--- src/hdl/median_filter_3x3_stream_unit_macros.svh ---
// Assertion macros used by the median filter top level.
// Each macro samples on clk_i and stays quiet while rst_ni is low.
`ifndef MEDIAN_FILTER_3X3_STREAM_UNIT_MACROS_SVH
`define MEDIAN_FILTER_3X3_STREAM_UNIT_MACROS_SVH

// The property must hold at every clock edge outside reset.
`define MF3_ASSERT(lbl, prop, msg) \
  lbl: assert property (@(posedge clk_i) disable iff (!rst_ni) prop) else $error(msg);

// The expression must never be true outside reset.
`define MF3_ASSERT_NEVER(lbl, expr, msg) \
  lbl: assert property (@(posedge clk_i) disable iff (!rst_ni) !(expr)) else $error(msg);

`endif

--- src/hdl/mf3_pkg.sv ---
// Shared constants and types of the 3x3 median filter.
// Used by the line store, the median unit and the top level.
`default_nettype none

package mf3_pkg;

  localparam int MF3_MAX_WIDTH  = 1024;
  localparam int MF3_PIXEL_BITS = 16;
  localparam int MF3_MAX_HEIGHT = 4096;
  localparam int ROW_W          = 12;
  localparam int OUT_COL_W      = 10;
  localparam int CFG_IDX_W      = 2;
  localparam int CFG_DATA_W     = 13;
  localparam int WIN_N          = 9;

  typedef enum logic [CFG_IDX_W-1:0] {
    CFG_WIDTH    = 2'd0,
    CFG_HEIGHT   = 2'd1,
    CFG_INTERIOR = 2'd2
  } cfg_reg_e;

  // Which output pixel a pending result describes, relative to the newest pixel.
  typedef enum logic [1:0] {
    KIND_CENTER = 2'd0,
    KIND_RIGHT  = 2'd1,
    KIND_BELOW  = 2'd2,
    KIND_CORNER = 2'd3
  } kind_e;

endpackage

`default_nettype wire

--- src/hdl/mf3_median.sv ---
// Rank-select median over the valid part of a 3x3 window.
// Gives twice the median, or the sum of the two middle values for even counts.
`default_nettype none

module mf3_median import mf3_pkg::*; #(
  parameter int PIXEL_BITS = MF3_PIXEL_BITS
) (
  input  wire logic [PIXEL_BITS-1:0] win_i [WIN_N],
  input  wire logic [WIN_N-1:0]      mask_i,
  output logic      [PIXEL_BITS:0]   sum_o
);

  logic [3:0]            rank [WIN_N];
  logic [3:0]            cnt;
  logic [3:0]            lo_idx;
  logic [3:0]            hi_idx;
  logic [PIXEL_BITS-1:0] lo_val;
  logic [PIXEL_BITS-1:0] hi_val;

  // Equal values are ordered by position, so the ranks of valid entries are unique.
  always_comb begin
    cnt = '0;
    for (int i = 0; i < WIN_N; i++) begin
      cnt = cnt + {3'b000, mask_i[i]};
    end
    for (int i = 0; i < WIN_N; i++) begin
      rank[i] = '0;
      for (int j = 0; j < WIN_N; j++) begin
        if (j != i && mask_i[j] &&
            (win_i[j] < win_i[i] || (win_i[j] == win_i[i] && j < i))) begin
          rank[i] = rank[i] + 4'd1;
        end
      end
    end
  end

  always_comb begin
    lo_idx = (cnt - 4'd1) >> 1;
    hi_idx = cnt >> 1;
    lo_val = '0;
    hi_val = '0;
    for (int i = 0; i < WIN_N; i++) begin
      if (mask_i[i] && rank[i] == lo_idx) begin
        lo_val = lo_val | win_i[i];
      end
      if (mask_i[i] && rank[i] == hi_idx) begin
        hi_val = hi_val | win_i[i];
      end
    end
    sum_o = {1'b0, lo_val} + {1'b0, hi_val};
  end

endmodule

`default_nettype wire

--- config.mk ---
export PLATFORM = sky130hd
export DESIGN_NAME = mf3_median
export DESIGN_NICKNAME = d
export VERILOG_FILES = /design/src/hdl/median_filter_3x3_stream_unit_macros.svh /design/src/hdl/mf3_pkg.sv /design/src/hdl/mf3_median.sv
export SDC_FILE = /design/constraint.sdc
export NUM_CORES = 1
export LEC_CHECK = 0
export ABC_AREA = 1
export ABC_CLOCK_PERIOD_IN_PS = 27700
export BUFFER_PORTS_ARGS = -buffer_cell sky130_fd_sc_hd__buf_2
export CAP_MARGIN = 25
export CORE_MARGIN = 1.5
export CORE_UTILIZATION = 26
export DETAILED_ROUTE_END_ITERATION = 8
export PLACE_DENSITY = 0.45
export SLEW_MARGIN = 30
export SYNTH_ARGS = -nofsm -noshare
export SYNTH_HDL_FRONTEND = slang
export SYNTH_SLANG_ARGS = --single-unit
export TNS_END_PERCENT = 5
--- constraint.sdc ---
create_clock -name vclk -period 27.7
set_input_delay 5.54 -clock vclk [all_inputs]
set_output_delay 5.54 -clock vclk [all_outputs]
set_load 0.005 [all_outputs]
==> key figures <==
Run status
  – Run status: finished clean

Logic synthesis
  – Cell taking the most area after synthesis: ha_1
  – Seq/Total Area, Yosys: 0%
  – Mean Syn Cell Area: ~6.1 µm²
  – Synth top area share: about a third
  – Synth Net Count: around 4700
  – Netlist Area Pre-Place: 23600 µm²
  – Mapped Cells: ~3900
  – YS warnings: 0
  – Synth cell types: 57
  – Main area contributors after synthesis: ha_1 35%, nand2_1 16%, nand3_1 11%

Min path
  – Worst hold path depth: 8
  – Min-Delay Path Class: in -> out
  – Hold Startpoint: win_i[42]
  – Worst Hold End: sum_o[10]

Layout
  – Nets: between 4000 and 5000
  – Register area: 0 µm²
  – Clock buffers: 0
  – Layout cells sized above 1: slightly below 10%
  – Core Util, Final: 28.7%
  – Seq_cells: 0
  – Layout Area Growth over Synthesis: 9.40%

STA
  – RSZ-0062 raised after global routing: false
  – Hold Vio Cnt, Final: 0
  – Setup violators final: 0
  – Fin crit period: roughly 21 ns
  – Hold Worst Slack: approximately 12 ns
  – Final Max Slew Viols: 0
  – Worst-Margin Slew: 0.972 ns
  – Fin Setup TNS: 0 ns
  – Worst slew margin: about a third
  – Tcrit/Tclk final: approximately three quarters
  – Fmax achieved: 47.9 MHz

Die
  – FP Rows: 110
  – Core box area: around 90000 µm²
  – Initial Util: a little over a quarter
  – Die Area: just over 90000 µm²
  – Die X: 304 µm
  – Die Y-Extent: between 300 and 400 µm
  – I/O pin cnt: 170

Clocking
  – Setup bufs post-CTS: 0
  – Post-CTS Hold Fix Bufs: 0
  – Post_cts resized: 0

Detailed routing
  – Routed wire length: 119000 µm
  – Residual DRC: 0
  – Via density: 5.26
  – Pre-Repair DR Iteration Count: 6
  – Wire length per cell: around 23 µm
  – Vias: between 20000 and 30000
  – First DRT Iteration DRCs: between 2000 and 3000
  – Post-route ant nets: 0

Critical path
  – CP max stage delay: around 0.72 ns
  – Crit path DAT: about 15 ns
  – Setup CP Type: in -> out
  – WP data required: around 22 ns
  – Critical Path Start: win_i[63]
  – Crit path max-delay cell type: nor2_2
  – Crit Path Max Fanout: 16
  – Startpoint Class: input pin
  – CP dominant cell by count: nand2_1
  – Crit. End Element: primary output

Run
  – Max_cap viols: 0

Place
  – DP Wirelength: between 90000 and 100000 µm
  – I/O Buffers: 170
  – GP Congestion: between 0.9 and 1

Global route
  – Total gr overflow: 0
  – Vias in the first global route: ~25000
  – First-pass GRT wire length: between 150000 and 200000 µm
  – Total track usage: roughly 25%
  – Antenna violations before repair: 7
  – Pin count of the biggest net entering global routing: 36
[per-stage QoR]
step	cell area, µm²	cells	worst slack [ns]
floorplan	23600	3894	9.09
global route	25800	5217	6.17
finish	25800	5218	6.81
global placement	25800	5217	6.65
CTS	25800	5217	6.97
detailed placement	25800	5217	7.01
[worst max-delay path, delay by kind of cell]
| kind | cells | cell delay (ns) |
|---|---|---|
| simple gates | 28 | 4.68 |
| fa+ha+maj | 9 | 2.57 |
| buf+inv | 11 | 0.93 |
| compound gates | 10 | 1.65 |
[placed cells by master (no fill, tap or decap), drive strengths merged, types with 4 or more instances in the layout]
cell / count
nand2: 1073
ha: 658
nand3: 562
inv: 487
nor2: 312
a21oi: 277
buf: 204
nand4: 155
o21ai: 123
nor3: 31
or2: 24
xor2: 22
o211ai: 20
nand3b: 16
a21o: 15
o21a: 10
clkinv: 6
o21bai: 6
fa: 6
and2: 5
nor4: 5
o221ai: 4
[cell usage after synthesis (all sizes together)]
| library cell | count |
|---|---|
| clkbuf | 7 |
| a21o | 15 |
| a32o | 1 |
| nand3 | 562 |
| o211ai | 20 |
| xnor2 | 3 |
| or2 | 24 |
| buf | 50 |
| o22ai | 1 |
| o2111ai | 3 |
| nand4 | 155 |
| a31o | 1 |
| a31oi | 1 |
| a21oi | 277 |
| o31ai | 1 |
| ha | 658 |
| o21bai | 6 |
| o221ai | 4 |
| a21boi | 3 |
| o21ai | 123 |
| inv | 487 |
| nand2 | 1073 |
| and2 | 5 |
| o221a | 1 |
| xor2 | 22 |
| nor3 | 31 |
| nor3b | 2 |
| fa | 6 |
| a211oi | 2 |
| nand3b | 16 |
| nor4 | 5 |
| and3 | 1 |
| nor2 | 312 |
| clkinv | 6 |
| o21a | 10 |
[worst max-delay path by stage]
stage,to,cells after the start
6_report,sum_o[16],58
4_1_cts,sum_o[16],58
5_1_grt,sum_o[16],58
3_3_place_gp,sum_o[16],58
2_1_floorplan,sum_o[16],57
3_5_place_dp,sum_o[16],58
[cell type report]
class | instances | area [µm²]
Tap cell | 1176 | 1470
Timing Repair Buffer | 204 | 1110
Multi-Input combinational cell | 3344 | 21400
Inverter | 493 | 1850
Antenna cell | 1 | 2.50
Fill cell | 10200 | 64100
[layer usage]
layer	global-route usage, %	up-vias	share of wire, %
met5	0	-	0.032
met4	6.95	6	3.3
met3	3.68	161	8.4
met2	39.1	1076	42
met1	35.3	12600	46
li1	-	13600	-
[cell families after synthesis]
| kind of cell | share of synthesized area (%) |
|---|---|
| fa+ha+maj | 35.4 |
| compound gates | 11.1 |
| simple gates | 43.1 |
| xor+xnor | 0.961 |
| buf+inv | 9.48 |
